`config.mk`:
```
export PLATFORM = sky130hd
export DESIGN_NAME = multi_task_deadline_watchdog_unit_flat
export DESIGN_NICKNAME = d
export VERILOG_FILES = /design/src/design/mtdw_pkg.sv /design/src/design/mtdw_if.sv /design/src/design/mtdw_regs.sv /design/src/design/mtdw_ctrl.sv /design/src/design/mtdw_dp.sv /design/src/design/multi_task_deadline_watchdog_unit.sv /design/src/flat_wrapper.sv
export SDC_FILE = /design/constraint.sdc
export NUM_CORES = 1
export LEC_CHECK = 0
export ABC_AREA = 1
export BUFFER_PORTS_ARGS = -buffer_cell sky130_fd_sc_hd__buf_2
export CAP_MARGIN = 20
export CORE_MARGIN = 5
export CORE_UTILIZATION = 60
export DETAILED_ROUTE_END_ITERATION = 8
export PLACE_DENSITY = 0.77
export SETUP_SLACK_MARGIN = 0.1
export SLEW_MARGIN = 30
export SYNTH_ARGS = -nofsm -noshare
export SYNTH_HDL_FRONTEND = slang
export SYNTH_SLANG_ARGS = --single-unit
```
`constraint.sdc`:
```
create_clock -name i_clk -period 10 [get_ports i_clk]
set_input_delay 1 -clock i_clk [delete_from_list [all_inputs] [get_ports i_clk]]
set_output_delay 1 -clock i_clk [all_outputs]
set_load 0.01 [all_outputs]
```
`src/design/mtdw_pkg.sv`:
```
`timescale 1ns / 1ps
// ----------------------------------------------------------------------------
// Multi-task deadline watchdog package
// Field widths, operation and status codes, register indexes and the
// command and status groups between controller and datapath.
// ----------------------------------------------------------------------------
package mtdw_pkg;

    localparam int OP_W        = 2;
    localparam int TIME_W      = 32;
    localparam int ID_W        = 3;
    localparam int MASK_BITS   = 8;
    localparam int STATUS_W    = 3;
    localparam int DATA_W      = 32;
    localparam int ADDR_W      = 4;
    localparam int REG_IDX_W   = 2;
    localparam logic [TIME_W-1:0] HW_TIMEOUT_RST = 32'd1000;

    typedef enum logic [OP_W-1:0] {
        OP_REG    = 2'd0,
        OP_KICK   = 2'd1,
        OP_POLL   = 2'd2,
        OP_HWKICK = 2'd3
    } t_op;

    typedef enum logic [STATUS_W-1:0] {
        ST_OK     = 3'd0,
        ST_NOT_EN = 3'd1,
        ST_BAD_DL = 3'd2,
        ST_FULL   = 3'd3,
        ST_BAD_ID = 3'd4
    } t_status;

    typedef enum logic [REG_IDX_W-1:0] {
        REG_SW_EN      = 2'd0,
        REG_HW_EN      = 2'd1,
        REG_HW_TIMEOUT = 2'd2
    } t_reg_idx;

    typedef enum logic [1:0] {
        S_IDLE = 2'd0,
        S_EXEC = 2'd1,
        S_POLL = 2'd2,
        S_DONE = 2'd3
    } t_state;

    typedef struct packed {
        logic sw_en;
        logic hw_en;
        logic sw_rise;
        logic hw_rise;
    } t_cfg;

    typedef struct packed {
        logic load;
        logic step;
        logic commit;
    } t_dp_cmd;

    typedef struct packed {
        logic poll_op;
        logic poll_done;
        logic out_busy;
    } t_dp_sts;

endpackage

```
`src/design/mtdw_if.sv`:
```
`timescale 1ns / 1ps
// ----------------------------------------------------------------------------
// Multi-task deadline watchdog channels
// Request channel and result channel, valid/ready with payload.
// ----------------------------------------------------------------------------
interface mtdw_req_if;
    import mtdw_pkg::*;

    logic              valid;
    logic              ready;
    t_op               op;
    logic [TIME_W-1:0] now_ms;
    logic [ID_W-1:0]   task_id;
    logic [TIME_W-1:0] due_ms;

    modport source (output valid, op, now_ms, task_id, due_ms, input ready);
    modport sink   (input valid, op, now_ms, task_id, due_ms, output ready);
endinterface

interface mtdw_rsp_if;
    import mtdw_pkg::*;

    logic                 valid;
    logic                 ready;
    t_status              status;
    logic [ID_W-1:0]      assigned_id;
    logic [MASK_BITS-1:0] expired_mask;
    logic [MASK_BITS-1:0] newly_expired;
    logic                 overdue_any;
    logic                 hw_kick_pulse;
    logic                 hw_kick_allowed;

    modport source (output valid, status, assigned_id, expired_mask, newly_expired,
                    overdue_any, hw_kick_pulse, hw_kick_allowed, input ready);
    modport sink   (input valid, status, assigned_id, expired_mask, newly_expired,
                    overdue_any, hw_kick_pulse, hw_kick_allowed, output ready);
endinterface

```
`src/design/mtdw_regs.sv`:
```
`timescale 1ns / 1ps
// ----------------------------------------------------------------------------
// Multi-task deadline watchdog configuration registers
// APB-style register file with enable edge detection.
// ----------------------------------------------------------------------------
module mtdw_regs (
    input  logic                        i_clk,
    input  logic                        i_rst_n,
    input  logic                        psel,
    input  logic                        penable,
    input  logic                        pwrite,
    input  logic [mtdw_pkg::ADDR_W-1:0] paddr,
    input  logic [mtdw_pkg::DATA_W-1:0] pwdata,
    output logic [mtdw_pkg::DATA_W-1:0] prdata,
    output logic                        pready,
    output mtdw_pkg::t_cfg              o_cfg
);
    import mtdw_pkg::*;

    logic              r_sw_en;
    logic              r_hw_en;
    logic [TIME_W-1:0] r_hw_timeout;
    logic              w_wr;
    t_reg_idx          w_idx;

    assign pready = 1'b1;
    assign w_wr   = psel && penable && pwrite;
    assign w_idx  = t_reg_idx'(paddr[ADDR_W-1:2]);

    always_ff @(posedge i_clk) begin
        if (!i_rst_n) begin
            r_sw_en      <= 1'b0;
            r_hw_en      <= 1'b0;
            r_hw_timeout <= HW_TIMEOUT_RST;
        end else if (w_wr) begin
            unique case (w_idx)
                REG_SW_EN:      r_sw_en      <= pwdata[0];
                REG_HW_EN:      r_hw_en      <= pwdata[0];
                REG_HW_TIMEOUT: r_hw_timeout <= pwdata[TIME_W-1:0];
                default: ;
            endcase
        end
    end

    always_comb begin
        unique case (w_idx)
            REG_SW_EN:      prdata = DATA_W'(r_sw_en);
            REG_HW_EN:      prdata = DATA_W'(r_hw_en);
            REG_HW_TIMEOUT: prdata = DATA_W'(r_hw_timeout);
            default:        prdata = '0;
        endcase
    end

    always_comb begin
        o_cfg.sw_en   = r_sw_en;
        o_cfg.hw_en   = r_hw_en;
        o_cfg.sw_rise = w_wr && (w_idx == REG_SW_EN) && pwdata[0] && !r_sw_en;
        o_cfg.hw_rise = w_wr && (w_idx == REG_HW_EN) && pwdata[0] && !r_hw_en;
    end

endmodule

```
`src/design/mtdw_ctrl.sv`:
```
`timescale 1ns / 1ps
// ----------------------------------------------------------------------------
// Multi-task deadline watchdog controller
// Sequences request capture, the slot poll walk and result commit.
// ----------------------------------------------------------------------------
module mtdw_ctrl (
    input  logic              i_clk,
    input  logic              i_rst_n,
    input  logic              i_in_valid,
    output logic              o_in_ready,
    input  mtdw_pkg::t_dp_sts i_sts,
    output mtdw_pkg::t_dp_cmd o_cmd
);
    import mtdw_pkg::*;

    t_state r_state;
    t_state n_state;

    always_ff @(posedge i_clk) begin
        if (!i_rst_n) begin
            r_state <= S_IDLE;
        end else begin
            r_state <= n_state;
        end
    end

    always_comb begin
        n_state    = r_state;
        o_cmd      = '0;
        o_in_ready = 1'b0;
        unique case (r_state)
            S_IDLE: begin
                o_in_ready = 1'b1;
                if (i_in_valid) begin
                    o_cmd.load = 1'b1;
                    n_state    = S_EXEC;
                end
            end
            S_EXEC: begin
                if (i_sts.poll_op) begin
                    o_cmd.step = 1'b1;
                    n_state    = S_POLL;
                end else begin
                    n_state = S_DONE;
                end
            end
            S_POLL: begin
                if (i_sts.poll_done) begin
                    n_state = S_DONE;
                end else begin
                    o_cmd.step = 1'b1;
                end
            end
            S_DONE: begin
                if (!i_sts.out_busy) begin
                    o_cmd.commit = 1'b1;
                    n_state      = S_IDLE;
                end
            end
            default: n_state = S_IDLE;
        endcase
    end

endmodule

```
`src/design/mtdw_dp.sv`:
```
`timescale 1ns / 1ps
// ----------------------------------------------------------------------------
// Multi-task deadline watchdog datapath
// Slot tables, poll compare pipeline, task state and result register.
// ----------------------------------------------------------------------------
module mtdw_dp #(
    parameter int MAX_TASKS = 8
) (
    input  logic                           i_clk,
    input  logic                           i_rst_n,
    input  mtdw_pkg::t_dp_cmd              i_cmd,
    output mtdw_pkg::t_dp_sts              o_sts,
    input  mtdw_pkg::t_cfg                 i_cfg,
    input  mtdw_pkg::t_op                  i_op,
    input  logic [mtdw_pkg::TIME_W-1:0]    i_now_ms,
    input  logic [mtdw_pkg::ID_W-1:0]      i_task_id,
    input  logic [mtdw_pkg::TIME_W-1:0]    i_due_ms,
    input  logic                           i_out_ready,
    output logic                           o_out_valid,
    output mtdw_pkg::t_status              o_status,
    output logic [mtdw_pkg::ID_W-1:0]      o_assigned_id,
    output logic [mtdw_pkg::MASK_BITS-1:0] o_expired_mask,
    output logic [mtdw_pkg::MASK_BITS-1:0] o_newly_expired,
    output logic                           o_overdue_any,
    output logic                           o_hw_kick_pulse,
    output logic                           o_hw_kick_allowed
);
    import mtdw_pkg::*;

    localparam int IDX_W  = (MAX_TASKS > 1) ? $clog2(MAX_TASKS) : 1;
    localparam int CNT_W  = $clog2(MAX_TASKS + 1);
    localparam int CMP_W  = CNT_W + ID_W;
    localparam int EXT_W  = (MAX_TASKS > MASK_BITS) ? MAX_TASKS : MASK_BITS;

    logic [TIME_W-1:0]    r_dl_mem [MAX_TASKS];
    logic [TIME_W-1:0]    r_lk_mem [MAX_TASKS];

    t_op                  r_op;
    logic [TIME_W-1:0]    r_now;
    logic [ID_W-1:0]      r_id;
    logic [TIME_W-1:0]    r_dl;

    logic [MAX_TASKS-1:0] r_expired;
    logic [CNT_W-1:0]     r_used;
    logic                 r_kick_perm;

    logic [CNT_W-1:0]     r_idx;
    logic                 r_rd_vld;
    logic [IDX_W-1:0]     r_rd_idx;
    logic [TIME_W-1:0]    r_rd_dl;
    logic [TIME_W-1:0]    r_rd_lk;
    logic                 r_any;
    logic [MAX_TASKS-1:0] r_newly;

    logic                 r_out_vld;
    t_status              r_out_status;
    logic [ID_W-1:0]      r_out_assigned;
    logic [MASK_BITS-1:0] r_out_exp;
    logic [MASK_BITS-1:0] r_out_newly;
    logic                 r_out_any;
    logic                 r_out_pulse;
    logic                 r_out_allowed;

    logic                 w_issue;
    logic [TIME_W-1:0]    w_elapsed;
    logic                 w_overdue;
    logic [IDX_W-1:0]     w_slot;
    logic [IDX_W-1:0]     w_kslot;
    logic                 w_full;
    logic                 w_bad_id;
    logic                 w_reg_ok;
    logic                 w_kick_ok;
    logic [IDX_W-1:0]     w_wr_addr;

    t_status              n_status;
    logic [ID_W-1:0]      n_assigned;
    logic [MAX_TASKS-1:0] n_exp;
    logic [MAX_TASKS-1:0] n_newly;
    logic                 n_any;
    logic                 n_perm;
    logic                 n_pulse;
    logic [CNT_W-1:0]     n_used;
    logic [EXT_W-1:0]     w_exp_ext;
    logic [EXT_W-1:0]     w_newly_ext;

    assign w_issue   = i_cmd.step && (r_idx < r_used);
    assign w_elapsed = r_now - r_rd_lk;
    assign w_overdue = (r_now >= r_rd_lk) && (w_elapsed > r_rd_dl);

    assign w_slot    = r_used[IDX_W-1:0];
    assign w_kslot   = IDX_W'(r_id);
    assign w_full    = r_used >= CNT_W'(MAX_TASKS);
    assign w_bad_id  = CMP_W'(r_id) >= CMP_W'(r_used);

    always_comb begin
        n_status   = ST_OK;
        n_assigned = '0;
        n_exp      = r_expired;
        n_newly    = '0;
        n_any      = 1'b0;
        n_perm     = r_kick_perm;
        n_pulse    = 1'b0;
        w_reg_ok   = 1'b0;
        w_kick_ok  = 1'b0;
        unique case (r_op)
            OP_REG: begin
                if (!i_cfg.sw_en) begin
                    n_status = ST_NOT_EN;
                end else if (r_dl == '0) begin
                    n_status = ST_BAD_DL;
                end else if (w_full) begin
                    n_status = ST_FULL;
                end else begin
                    w_reg_ok      = 1'b1;
                    n_assigned    = ID_W'(r_used);
                    n_exp[w_slot] = 1'b0;
                end
            end
            OP_KICK: begin
                if (!i_cfg.sw_en) begin
                    n_status = ST_NOT_EN;
                end else if (w_bad_id) begin
                    n_status = ST_BAD_ID;
                end else begin
                    w_kick_ok      = 1'b1;
                    n_exp[w_kslot] = 1'b0;
                end
            end
            OP_POLL: begin
                if (!i_cfg.sw_en) begin
                    n_status = ST_NOT_EN;
                end else begin
                    n_exp   = r_expired | r_newly;
                    n_newly = r_newly;
                    n_any   = r_any;
                    if (r_any) begin
                        n_perm = 1'b0;
                    end
                end
            end
            OP_HWKICK: n_pulse = i_cfg.hw_en && r_kick_perm;
            default: ;
        endcase
    end

    assign n_used      = w_reg_ok ? r_used + CNT_W'(1) : r_used;
    assign w_wr_addr   = w_reg_ok ? w_slot : w_kslot;
    assign w_exp_ext   = EXT_W'(n_exp);
    assign w_newly_ext = EXT_W'(n_newly);

    always_ff @(posedge i_clk) begin
        if (i_cmd.load) begin
            r_op  <= i_op;
            r_now <= i_now_ms;
            r_id  <= i_task_id;
            r_dl  <= i_due_ms;
        end
        if (i_cmd.commit && w_reg_ok) begin
            r_dl_mem[w_wr_addr] <= r_dl;
        end
        if (i_cmd.commit && (w_reg_ok || w_kick_ok)) begin
            r_lk_mem[w_wr_addr] <= r_now;
        end
        if (w_issue) begin
            r_rd_idx <= r_idx[IDX_W-1:0];
            r_rd_dl  <= r_dl_mem[r_idx[IDX_W-1:0]];
            r_rd_lk  <= r_lk_mem[r_idx[IDX_W-1:0]];
        end
        if (i_cmd.commit) begin
            r_out_status   <= n_status;
            r_out_assigned <= n_assigned;
            r_out_exp      <= w_exp_ext[MASK_BITS-1:0];
            r_out_newly    <= w_newly_ext[MASK_BITS-1:0];
            r_out_any      <= n_any;
            r_out_pulse    <= n_pulse;
            r_out_allowed  <= n_perm;
        end
    end

    always_ff @(posedge i_clk) begin
        if (!i_rst_n) begin
            r_expired   <= '0;
            r_used      <= '0;
            r_kick_perm <= 1'b1;
            r_idx       <= '0;
            r_rd_vld    <= 1'b0;
            r_any       <= 1'b0;
            r_newly     <= '0;
            r_out_vld   <= 1'b0;
        end else begin
            if (i_cmd.load) begin
                r_idx   <= '0;
                r_any   <= 1'b0;
                r_newly <= '0;
            end else if (w_issue) begin
                r_idx <= r_idx + CNT_W'(1);
            end
            r_rd_vld <= w_issue;
            if (r_rd_vld && w_overdue) begin
                r_any <= 1'b1;
                if (!r_expired[r_rd_idx]) begin
                    r_newly[r_rd_idx] <= 1'b1;
                end
            end
            if (i_cmd.commit) begin
                r_used      <= n_used;
                r_expired   <= n_exp;
                r_kick_perm <= n_perm;
                r_out_vld   <= 1'b1;
            end else if (i_out_ready) begin
                r_out_vld <= 1'b0;
            end
            if (i_cfg.sw_rise) begin
                r_used    <= '0;
                r_expired <= '0;
            end
            if (i_cfg.hw_rise) begin
                r_kick_perm <= 1'b1;
            end
        end
    end

    always_comb begin
        o_sts.poll_op   = (r_op == OP_POLL) && i_cfg.sw_en;
        o_sts.poll_done = (r_idx >= r_used) && !r_rd_vld;
        o_sts.out_busy  = r_out_vld && !i_out_ready;
    end

    assign o_out_valid       = r_out_vld;
    assign o_status          = r_out_status;
    assign o_assigned_id     = r_out_assigned;
    assign o_expired_mask    = r_out_exp;
    assign o_newly_expired   = r_out_newly;
    assign o_overdue_any     = r_out_any;
    assign o_hw_kick_pulse   = r_out_pulse;
    assign o_hw_kick_allowed = r_out_allowed;

endmodule

```
`src/design/multi_task_deadline_watchdog_unit.sv`:
```
`timescale 1ns / 1ps
// ----------------------------------------------------------------------------
// Multi-task deadline watchdog
// Supervises software task deadlines and gates hardware watchdog kicks.
// ----------------------------------------------------------------------------
// Usage:
//   i_req carries one request: op, now_ms, task_id, due_ms. o_rsp returns
//   exactly one result per request. Registers sit on the APB-style port:
//   sw_enable at 0x0, hw_enable at 0x4, the hardware timeout at 0x8; write
//   only while no request is in flight.
//   Register, kick and hardware kick requests go from accept through the
//   execute and done states to the result register. A poll also walks the N
//   registered slots, N being the number of registered slots: the walk reads
//   one slot per cycle from the slot tables and compares it in the next.
//   i_req.ready is high only while no request is in flight; a finished result
//   waits in the output register, so the next request is taken while the
//   receiver stalls. A new result is held back until the previous one has
//   been taken.
//   Reset empties the task table, clears all expired marks, permits hardware
//   kicks and returns both enables to off with a 1000 ms timeout.
// ----------------------------------------------------------------------------
module multi_task_deadline_watchdog_unit #(
    parameter int MAX_TASKS = 8
) (
    input  logic                        i_clk,
    input  logic                        i_rst_n,
    input  logic                        psel,
    input  logic                        penable,
    input  logic                        pwrite,
    input  logic [mtdw_pkg::ADDR_W-1:0] paddr,
    input  logic [mtdw_pkg::DATA_W-1:0] pwdata,
    output logic [mtdw_pkg::DATA_W-1:0] prdata,
    output logic                        pready,
    mtdw_req_if.sink                    i_req,
    mtdw_rsp_if.source                  o_rsp
);
    import mtdw_pkg::*;

    t_cfg    w_cfg;
    t_dp_cmd w_cmd;
    t_dp_sts w_sts;
    logic    w_in_ready;

    mtdw_regs u_regs (
        .i_clk   (i_clk),
        .i_rst_n (i_rst_n),
        .psel    (psel),
        .penable (penable),
        .pwrite  (pwrite),
        .paddr   (paddr),
        .pwdata  (pwdata),
        .prdata  (prdata),
        .pready  (pready),
        .o_cfg   (w_cfg)
    );

    mtdw_ctrl u_ctrl (
        .i_clk      (i_clk),
        .i_rst_n    (i_rst_n),
        .i_in_valid (i_req.valid),
        .o_in_ready (w_in_ready),
        .i_sts      (w_sts),
        .o_cmd      (w_cmd)
    );

    assign i_req.ready = w_in_ready;

    mtdw_dp #(
        .MAX_TASKS (MAX_TASKS)
    ) u_dp (
        .i_clk             (i_clk),
        .i_rst_n           (i_rst_n),
        .i_cmd             (w_cmd),
        .o_sts             (w_sts),
        .i_cfg             (w_cfg),
        .i_op              (i_req.op),
        .i_now_ms          (i_req.now_ms),
        .i_task_id         (i_req.task_id),
        .i_due_ms          (i_req.due_ms),
        .i_out_ready       (o_rsp.ready),
        .o_out_valid       (o_rsp.valid),
        .o_status          (o_rsp.status),
        .o_assigned_id     (o_rsp.assigned_id),
        .o_expired_mask    (o_rsp.expired_mask),
        .o_newly_expired   (o_rsp.newly_expired),
        .o_overdue_any     (o_rsp.overdue_any),
        .o_hw_kick_pulse   (o_rsp.hw_kick_pulse),
        .o_hw_kick_allowed (o_rsp.hw_kick_allowed)
    );

endmodule

```
`src/flat_wrapper.sv`:
```
// flat-port wrapper written by rule: the top's interface ports become plain ports
module multi_task_deadline_watchdog_unit_flat import mtdw_pkg::*;
#(
    parameter int MAX_TASKS = 8
)
  (i_clk, i_rst_n, psel, penable, pwrite, paddr, pwdata, prdata, pready, i_req_valid, i_req_op, i_req_now_ms, i_req_task_id, i_req_due_ms, i_req_ready, o_rsp_valid, o_rsp_status, o_rsp_assigned_id, o_rsp_expired_mask, o_rsp_newly_expired, o_rsp_overdue_any, o_rsp_hw_kick_pulse, o_rsp_hw_kick_allowed, o_rsp_ready);
  mtdw_req_if i_req_i ();
  mtdw_rsp_if o_rsp_i ();
  input  logic i_clk;
  input  logic i_rst_n;
  input  logic psel;
  input  logic penable;
  input  logic pwrite;
  input  logic [mtdw_pkg::ADDR_W-1:0] paddr;
  input  logic [mtdw_pkg::DATA_W-1:0] pwdata;
  output logic [mtdw_pkg::DATA_W-1:0] prdata;
  output logic pready;
  input wire logic [$bits(i_req_i.valid)-1:0] i_req_valid;
  input wire logic [$bits(i_req_i.op)-1:0] i_req_op;
  input wire logic [$bits(i_req_i.now_ms)-1:0] i_req_now_ms;
  input wire logic [$bits(i_req_i.task_id)-1:0] i_req_task_id;
  input wire logic [$bits(i_req_i.due_ms)-1:0] i_req_due_ms;
  output wire logic [$bits(i_req_i.ready)-1:0] i_req_ready;
  output wire logic [$bits(o_rsp_i.valid)-1:0] o_rsp_valid;
  output wire logic [$bits(o_rsp_i.status)-1:0] o_rsp_status;
  output wire logic [$bits(o_rsp_i.assigned_id)-1:0] o_rsp_assigned_id;
  output wire logic [$bits(o_rsp_i.expired_mask)-1:0] o_rsp_expired_mask;
  output wire logic [$bits(o_rsp_i.newly_expired)-1:0] o_rsp_newly_expired;
  output wire logic [$bits(o_rsp_i.overdue_any)-1:0] o_rsp_overdue_any;
  output wire logic [$bits(o_rsp_i.hw_kick_pulse)-1:0] o_rsp_hw_kick_pulse;
  output wire logic [$bits(o_rsp_i.hw_kick_allowed)-1:0] o_rsp_hw_kick_allowed;
  input wire logic [$bits(o_rsp_i.ready)-1:0] o_rsp_ready;
  assign i_req_i.valid = i_req_valid;
  assign i_req_i.op = i_req_op;
  assign i_req_i.now_ms = i_req_now_ms;
  assign i_req_i.task_id = i_req_task_id;
  assign i_req_i.due_ms = i_req_due_ms;
  assign i_req_ready = i_req_i.ready;
  assign o_rsp_valid = o_rsp_i.valid;
  assign o_rsp_status = o_rsp_i.status;
  assign o_rsp_assigned_id = o_rsp_i.assigned_id;
  assign o_rsp_expired_mask = o_rsp_i.expired_mask;
  assign o_rsp_newly_expired = o_rsp_i.newly_expired;
  assign o_rsp_overdue_any = o_rsp_i.overdue_any;
  assign o_rsp_hw_kick_pulse = o_rsp_i.hw_kick_pulse;
  assign o_rsp_hw_kick_allowed = o_rsp_i.hw_kick_allowed;
  assign o_rsp_i.ready = o_rsp_ready;
  multi_task_deadline_watchdog_unit #(.MAX_TASKS(MAX_TASKS)) u_core (.i_clk(i_clk), .i_rst_n(i_rst_n), .psel(psel), .penable(penable), .pwrite(pwrite), .paddr(paddr), .pwdata(pwdata), .prdata(prdata), .pready(pready), .i_req(i_req_i), .o_rsp(o_rsp_i));
endmodule
```
==> flow_summary.ini, run 1 <==
[synthesis]
synth_cells = 2737
syn-cell-area_sq_um = 31300
yosys-top-cells-count = edfxtp_1 (673), nor2_1 (606), o21ai_0 (308)
yosysWarnings = 0
synth_fa_ha_area_frac = 0.0318
ys_async_sr_fraction = 0
avgSynthCellArea_sq_um = 11.4
ys_types = 46
synth-xor-area-share = 0.00728
yosysSeqAreaShare = 0.687
synth_top_family_by_area = simple AND/OR/NAND/NOR gates
synth_mux_area_frac = 0
yosysTopAreaCellShare = 0.646
synth-compound-area-share = 0.103
synth_simple_gate_area_share = 0.124
ys.flop_type = edfxtp_1
synth_top_area_cell = edfxtp_1
synth-seq-cells = 737
synth_area_leaders = edfxtp_1 (65%), nor2_1 (7.3%), o21ai_0 (4.9%)
synth.most_common_cell = edfxtp_1
synth_edf_count = 673
syn-num-nets = 2928

[floorplanning]
die_h_um = 238
row_count = 83
dieArea_sq_um = 56800
num_io_pins = 172
die_x_um = 238
start_util = 0.608
core_sq_um = 51500

[timing]
fmax_mhz = 277
finalSetupTns_ns = 0
hold_violations = 0
rsz0062_at_grt = no
period_share = 0.361
layout_min_cycle_time_ns = 3.61
clock-skew-final_ns = 0.0269
setup_ws_ns = 6.39
slew_violations = 0
worst_slew_pin_slew_ns = 0.952
slew_headroom = 0.365
setup_viol = 0
holdWs_ns = 0.455

[worst_setup_path]
worst-path-buf-inv = 2
cp-end-kind = flop
worstPathMaxFanout = 9
cp_data_required_time_ns = 10.54
crit_arrival_ns = 4.15
crit_top_cell = nand2_1
cp_slowest_stage_delay_ns = 0.49
crit_chain = inv_1 > ha_1 > fa_1 > inv_1 > nand2_1 > nand2_1 > nand3_1 > nand2_2 > nand2_2 > nand2_1 > a31oi_1 > xnor2_1 > ha_1 > nand4_1 > nor3_1 > and3_1 > nand2_1 > nand2_2 > nand3_1 > o21ai_2
crit_path_start_kind = flop
crit_slowest_cell = fa_1
crit_family = simple AND/OR/NAND/NOR gates
crit_type = reg2reg

[cts]
clock_path_buffers = 3
clock-root-buffer = clkbuf_16
clk_pin_slew_worst_paths_ns = 0.06
h-tree-depth = 3
insertion_delay_ns = 0.62
postCtsSetupBuffers = 0
cts_buffers = 74
tritoncts = done
hold_buffers = 0
cts-resized-gates = 0
clock-sinks = 737

[final_layout]
nNetsFinal = 3083
layout-drive-gt1-share = 0.122
syn_to_final_growth_pct = 12.7
fin_cells = 3634

[route]
avgViaCountPerCell = 5.79
wl_per_cell_um = 19.5
drc = 0
vias = 21000
detail-route-antenna-nets = 0
routed_wl_um = 70700
first_iter_violations = 2219
firstDrtPassIters = 6

[grt]
grt.total_usage = 0.243
grt_pass1_wl_um = 109000
grt_overflow = 0
grt_pass1_vias = 20300
grt_antenna_before_repair = 1
grt_max_degree = 112

[power]
irDropWorstVdd_v = 0.000166
power_density_nw_per_um2 = 204
leakage_uw = 0.0130

[placement]
placed_cells = 3496
port_buffers = 168
pre_cts_slack_ns = 6.11
place.gp.congestion = 0.948
hpwl_um = 43200

[run]
maxCapViolations = 0

[worst_hold_path]
hold_class = reg2reg

[status]
status = completed
==> per-stage QoR <==
stage | utilization | total power, uW | instance area (sq um)
4_1_cts | 0.685 | 7240 | 35300
2_1_floorplan | - | 4240 | 31300
3_3_place_gp | 0.634 | 4490 | 32700
3_5_place_dp | 0.638 | 4530 | 32900
5_1_grt | 0.685 | 7480 | 35300
6_report | 0.685 | 7210 | 35300
==> routing by layer <==
metal  routed length, um  vias to the layer above  track usage
met4                1460                        0       0.0729
met5                   0                        -            0
li1                    -                     9932            -
met3                5210                      111       0.0369
met2               34500                      856        0.406
met1               29600                    10100        0.336
==> path summary, 6_finish.rpt <==
kind / slack [ns] / start / endpoint / cells past startpoint
worst max register to register: 6.39 / u_core.u_dp.r_now[0] / u_core.u_dp.r_any / 20
worst min-delay path: 0.45 / u_core.u_regs.r_hw_timeout[27] / u_core.u_regs.r_hw_timeout[27] / 2
worst min register to register: 0.45 / u_core.u_regs.r_hw_timeout[27] / u_core.u_regs.r_hw_timeout[27] / 2
worst max-delay path: 6.39 / u_core.u_dp.r_now[0] / u_core.u_dp.r_any / 20
==> registers in the layout (all words and copies together), names as in the netlist, 3 cells and up <==
name                         count
u_core.u_dp.r_rd_dl             32
u_core.u_dp.r_dl_mem           256
u_core.u_dp.r_idx                4
u_core.u_dp.r_used               4
u_core.u_dp.o_status             3
u_core.u_dp.r_now               32
u_core.u_dp.r_newly              8
u_core.u_regs.r_hw_timeout      32
u_core.u_dp.r_id                 3
u_core.u_dp.o_assigned_id        3
u_core.u_dp.o_newly_expired      8
u_core.u_dp.r_lk_mem           256
u_core.u_dp.r_expired            8
u_core.u_dp.r_dl                32
u_core.u_dp.r_rd_idx             3
u_core.u_dp.o_expired_mask       8
u_core.u_dp.r_rd_lk             32
==> report_power, final <==
part / switching [uW] / internal (uW)
Combinational: 476 / 231
Sequential: 168 / 3600
Clock: 1130 / 1600
==> placed cells by master, fill, tap and decap left out, types with 4 or more instances in the layout <==
| cell | count |
|---|---|
| bufinv_16 | 7 |
| buf_2 | 168 |
| o22ai_1 | 68 |
| nand3_2 | 4 |
| nor3_1 | 16 |
| o21a_1 | 4 |
| o21bai_1 | 8 |
| o21ai_0 | 308 |
| xnor2_1 | 8 |
| inv_1 | 212 |
| clkinv_1 | 11 |
| a21oi_1 | 101 |
| clkbuf_1 | 22 |
| o21ai_1 | 15 |
| nor2_1 | 590 |
| nand4_1 | 21 |
| nor2_2 | 8 |
| buf_4 | 18 |
| nand3_1 | 72 |
| nand2_2 | 11 |
| dfxtp_1 | 62 |
| clkbuf_16 | 76 |
| ha_1 | 78 |
| nor2_4 | 17 |
| buf_16 | 7 |
| a31oi_1 | 66 |
| inv_6 | 5 |
| nand2_1 | 216 |
| o211ai_1 | 9 |
| clkinv_2 | 13 |
| inv_2 | 4 |
| edfxtp_1 | 673 |
| xor2_1 | 18 |
==> worst min-delay path, delay by kind of cell (launching register included) <==
kind,cells,cell delay [ns]
buffers and inverters,1,0.06
DFF,1,0.29
AOI/OAI and AO/OA,1,0.05
==> cell type report <==
type | instances | area, sq um
Clock inverter | 38 | 407
Timing Repair Buffer | 196 | 1200
Tap cell | 680 | 851
Antenna cell | 1 | 2.50
Inverter | 222 | 845
Clock buffer | 99 | 2000
Multi-Input combinational cell | 1661 | 8480
Sequential cell | 737 | 21500
Fill cell | 3613 | 16200
==> cells by family after synthesis <==
group,count (synthesis)
other cells,1
flops,737
buf+inv,339
compound gates,592
simple gates,963
fa+ha+maj,79
xor+xnor,26
No activity file was read; power rests on OpenSTA's default activity.
==> run 2: changes to the inputs <==
- clock period: 10 -> 3.5 ns (I/O delays scaled with it)
==> flow_summary.ini, run 2 (synthesis gave the netlist of run 1 again) <==
[route]
detail-route-antenna-nets = 0
routed_wl_um = 75500
first_iter_violations = 2429
drc = 0
vias = 22000
wl_per_cell_um = 20.1
firstDrtPassIters = 7
avgViaCountPerCell = 5.85

[placement]
placed_cells = 3516
place.gp.congestion = 0.921
pre_cts_slack_ns = 0.0771
hpwl_um = 43200
port_buffers = 168

[grt]
grt_antenna_before_repair = 0
grt.busiest_layer = met2
grtUsageMet3 = 0.0398
grt_pass1_wl_um = 114000
grt.total_usage = 0.255
grt_use_met2 = 0.423
grt_pass1_vias = 21100
use_met1 = 0.352
grt_max_degree = 258
grt_overflow = 0

[timing]
layout_min_cycle_time_ns = 3.27
slew_violations = 0
finalSetupTns_ns = 0
fmax_mhz = 306
holdWs_ns = 0.0363
hold_violations = 0
setup_ws_ns = 0.232
worst_slew_pin_slew_ns = 1.13
setup_viol = 0
clock-skew-final_ns = 0.0178
period_share = 0.934
rsz0062_at_grt = no
slew_headroom = 0.248

[worst_setup_path]
crit_arrival_ns = 3.80
worstPathMaxFanout = 6
cp_data_required_time_ns = 4.03
crit_top_cell = nand2_1
cp-end-kind = flop
crit_slowest_cell = edfxtp_1
cp_slowest_stage_delay_ns = 0.47
crit_type = reg2reg
crit_path_start_kind = flop
crit_chain = ha_2 > a21oi_2 > nand2_2 > nand2_1 > nand3_2 > nand2_1 > nand2_1 > nand3_1 > nand2_1 > xor2_1 > ha_1 > nand4_1 > nor3_2 > and3_1 > nand2_2 > nand2_4 > nand3_2 > o21ai_2

[status]
status = completed

[final_layout]
nNetsFinal = 3220
reg_top3 = u_core.u_dp.r_dl_mem: 256 flops, u_core.u_dp.r_lk_mem: 256 flops
syn_to_final_growth_pct = 18.6
layout-drive-gt1-share = 0.155
final_common_cell = edfxtp_1
fin_cells = 3765
final_util = 0.721
n_antenna_cell = 0
fill_cells = 3349
mostFrequentLayoutCells = edfxtp_1 (673), nor2_1 (583), o21ai_0 (304)

[power]
irDropWorstVdd_v = 0.000390
power_density_nw_per_um2 = 579
leakage_uw = 0.0137

[run]
maxCapViolations = 0

[floorplanning]
start_util = 0.608
dieArea_sq_um = 56800
die_x_um = 238
row_count = 83
core_sq_um = 51500
num_io_pins = 172
die_h_um = 238

[cts]
h-tree-depth = 3
tritoncts = done
clock_path_buffers = 3
clk_pin_slew_worst_paths_ns = 0.06
clock-root-buffer = clkbuf_16
clock-sinks = 737
cts_buffers = 73
insertion_delay_ns = 0.61

[worst_hold_path]
hold_class = in2reg
run 2: changes by cell type in the layout (fill, tap and decap cells not counted), moves of 14 or more:
cell / before / now
dlygate4sd3_1: 0 / 75
clkbuf_1: 22 / 7
buf_4: 18 / 64
buf_12: 0 / 24
ha_4: 0 / 14
ha_1: 78 / 55
run 2: per-layer routing:
layer | routed length, um | part of all wire | vias to the layer above
met5 | 0 | 0 | -
met4 | 1710 | 0.023 | 0
met3 | 6410 | 0.085 | 139
met2 | 37000 | 0.49 | 1067
met1 | 30400 | 0.40 | 10600
li1 | - | - | 10200
run 2: critical path: cells and delay by family, from the launching register on:
family | cells | cell delay, ns
xor+xnor | 1 | 0.16
flops | 1 | 0.47
compound gates | 2 | 0.25
fa+ha+maj | 2 | 0.70
simple gates | 13 | 1.59
run 2: timing repair:
item	in CTS	in global routing
gates cloned	0	1
endpoints found under the hold margin	75	0
buffers inserted	2	39
hold buffers	75	0
setup endpoints to repair	9	9
resized for setup	4	64
pin swaps	0	7
run 2: where the power goes:
group          total (uW)  internal (uW)  switching, uW
Combinational        2510            958           1550
Sequential          10700          10300            437
Clock                8240           4970           3270
Total               21500          16200           5260
run 2: worst paths after layout:
kind	from	endpoint	slack [ns]	cells past startpoint
setup / recovery	u_core.u_dp.r_now[2]	u_core.u_dp.r_any	0.23	18
hold / removal	pwdata[27]	u_core.u_regs.r_hw_timeout[27]	0.04	3
setup reg to reg	u_core.u_dp.r_now[2]	u_core.u_dp.r_any	0.23	18
hold reg to reg	u_core.u_dp.r_newly[4]	u_core.u_dp.r_newly[4]	0.45	2
run 2: metrics by stage:
stage	power, uW	cell area, sq um
floorplan	12100	31300
global placement	12900	33200
detailed placement	13000	33200
CTS	21300	36500
global route	22300	37100
finish	21500	37100
run 2: area by class of cell:
type | instances | area (sq um) | area share
Sequential cell | 737 | 21500 | 0.579
Multi-Input combinational cell | 1662 | 8800 | 0.237
Clock buffer | 83 | 1910 | 0.0513
Timing Repair Buffer | 333 | 2580 | 0.0697
Inverter | 222 | 843 | 0.0227
Clock inverter | 48 | 633 | 0.0171
Tap cell | 680 | 851 | 0.0229
==> run 3: changes to the inputs <==
- BUFFER_PORTS_ARGS: -buffer_cell sky130_fd_sc_hd__buf_2 -> unset
- DONT_BUFFER_PORTS: unset -> 1
- PLACE_DENSITY: 0.77 -> 0.74
==> flow_summary.ini, run 3 (synthesis gave the netlist of run 1 again) <==
[status]
status = completed

[worst_setup_path]
crit_family = compound AO/OA/AOI/OAI gates
r2r-start = u_core.u_dp.r_now[12]
crit_chain = ha_2 > a21oi_1 > o21ai_0 > a21oi_1 > o21ai_4 > nand2_1 > nand3b_1 > nand2_1 > inv_1 > ha_1 > a21oi_1 > o21a_1 > nand2_1 > a21oi_4 > nand2_4 > nand4_1 > nand2_1
crit_top_cell = nand2_1
worst-path-buf-inv = 1
crit_slowest_cell = edfxtp_1
crit_type = reg2reg
crit_arrival_ns = 3.77
ff2ff_path_depth = 17
cp_data_required_time_ns = 4.01
cp-end-kind = flop
reg2reg_to = u_core.u_dp.r_newly[1]
r2r_setup_slack_ns = 0.24
cp_slowest_stage_delay_ns = 0.47
worstPathMaxFanout = 5
crit_path_start_kind = flop

[timing]
setup_viol = 0
holdWs_ns = 0.0526
rsz0062_at_grt = no
fmax_mhz = 307
period_share = 0.931
slew_violations = 0
setup_ws_ns = 0.243
layout_min_cycle_time_ns = 3.26
finalSetupTns_ns = 0
hold_violations = 0
slew_headroom = 0.356
clock-skew-final_ns = 0.0307
worst_slew_pin_slew_ns = 0.965

[final_layout]
fin_area_sq_um = 36600
final_common_cell = edfxtp_1
syn_to_final_growth_pct = 16.8
nNetsFinal = 3102
layout-drive-gt1-share = 0.106
reg_top3 = u_core.u_dp.r_dl_mem: 256 flops, u_core.u_dp.r_lk_mem: 256 flops
mostFrequentLayoutCells = edfxtp_1 (673), nor2_1 (582), o21ai_0 (306)
fill_cells = 3508

[floorplanning]
die_h_um = 238
dieArea_sq_um = 56800
start_util = 0.608
num_io_pins = 172
row_count = 83
die_x_um = 238
core_sq_um = 51500

[grt]
grt_max_degree = 146
grt_antenna_before_repair = 0
grt_pass1_wl_um = 113000
grt_overflow = 0
grt_pass1_vias = 20900
grt.total_usage = 0.253

[power]
leakage_uw = 0.0131
power_density_nw_per_um2 = 575
p_total_uw = 21000
irDropWorstVdd_v = 0.000484

[worst_hold_path]
hold_depth = 4
hold_class = in2reg
hp-start = paddr[3]
hold_end = u_core.u_regs.r_hw_en

[cts]
clock-root-buffer = clkbuf_16
clock_path_buffers = 3
h-tree-depth = 3
cts_buffers = 75
tritoncts = done
clock-sinks = 737
insertion_delay_ns = 0.63
clk_pin_slew_worst_paths_ns = 0.06

[placement]
place.gp.congestion = 0.902
port_buffers = 0
hpwl_um = 43500
pre_cts_slack_ns = 0.0919
place_area_sq_um = 32400

[route]
wl_per_cell_um = 20.4
drc = 0
first_iter_violations = 2180
firstDrtPassIters = 5
vias = 21300
avgViaCountPerCell = 5.84
routed_wl_um = 74300
detail-route-antenna-nets = 0

[run]
maxCapViolations = 0
## run 3: cell count changes in the layout (fill, tap and decap cells not counted), sizes merged
cell and change:
diode +1, buf -151, clkbuf +19, clkinv -3, dlygate4sd3 +30, bufinv -8
clkinvlp -1
## run 3: how the worst max path moves through the flow
| stage | from | to | slack, ns | cells after the start |
|---|---|---|---|---|
| 5_1_grt | u_core.u_dp.r_now[16] | u_core.u_dp.r_newly[1] | 0.07 | 18 |
| 2_1_floorplan | u_core.u_dp.r_id[0] | u_core.u_dp.r_lk_mem[0][0] | 0.30 | 9 |
| 6_report | u_core.u_dp.r_now[12] | u_core.u_dp.r_newly[1] | 0.24 | 17 |
| 3_3_place_gp | u_core.u_dp.r_now[22] | u_core.u_dp.r_any | 0.09 | 16 |
| 4_1_cts | u_core.u_dp.r_now[0] | u_core.u_dp.r_any | 0.10 | 18 |
| 3_5_place_dp | u_core.u_dp.r_now[0] | u_core.u_dp.r_any | 0.09 | 20 |
## run 3: tightest hold or removal path, delay by kind of cell
kind | cells | cell delay, ns
AO/OA/AOI/OAI | 1 | 0.11
AND/OR/NAND/NOR | 3 | 0.16
## run 3: final cells by class
type | instances | area [sq um] | share of cell area
antenna | 1 | 2.50 | 0.0000685
clock buffer | 101 | 2040 | 0.0558
clock inverter | 36 | 354 | 0.00969
inverter | 222 | 843 | 0.0231
multi-input combinational | 1662 | 8810 | 0.241
sequential | 737 | 21500 | 0.588
tap | 680 | 851 | 0.0233
timing repair buffer | 213 | 2150 | 0.0589
## run 3: stage by stage
stage	utilization	instances
after floorplan	-	2737
after global placement	0.629	3355
after detailed placement	0.629	3355
after CTS	0.696	3598
after global routing	0.710	3651
final	0.710	3652
## run 3: metal layers
metal	GRT usage	vias up	routed length, um
met2	0.418	896	36200
met3	0.0420	154	5750
met5	0	-	0
li1	-	9959	-
met1	0.348	10300	30400
met4	0.0861	0	2000
## run 3: what timing repair did
item                       in CTS  in global routing
buffers inserted                0                 52
setup endpoints to repair       1                  9
hold buffers                  106                  0
hold endpoints to repair      110                  0
resized for setup               3                 59
pin swaps                       0                  8
gates cloned                    0                  1
## run 3: power by group
group	internal [uW]	switching, uW	leakage (uW)
registers	10300	462	0.00660
logic	949	1510	0.00537
clock network	4550	3240	0.00117
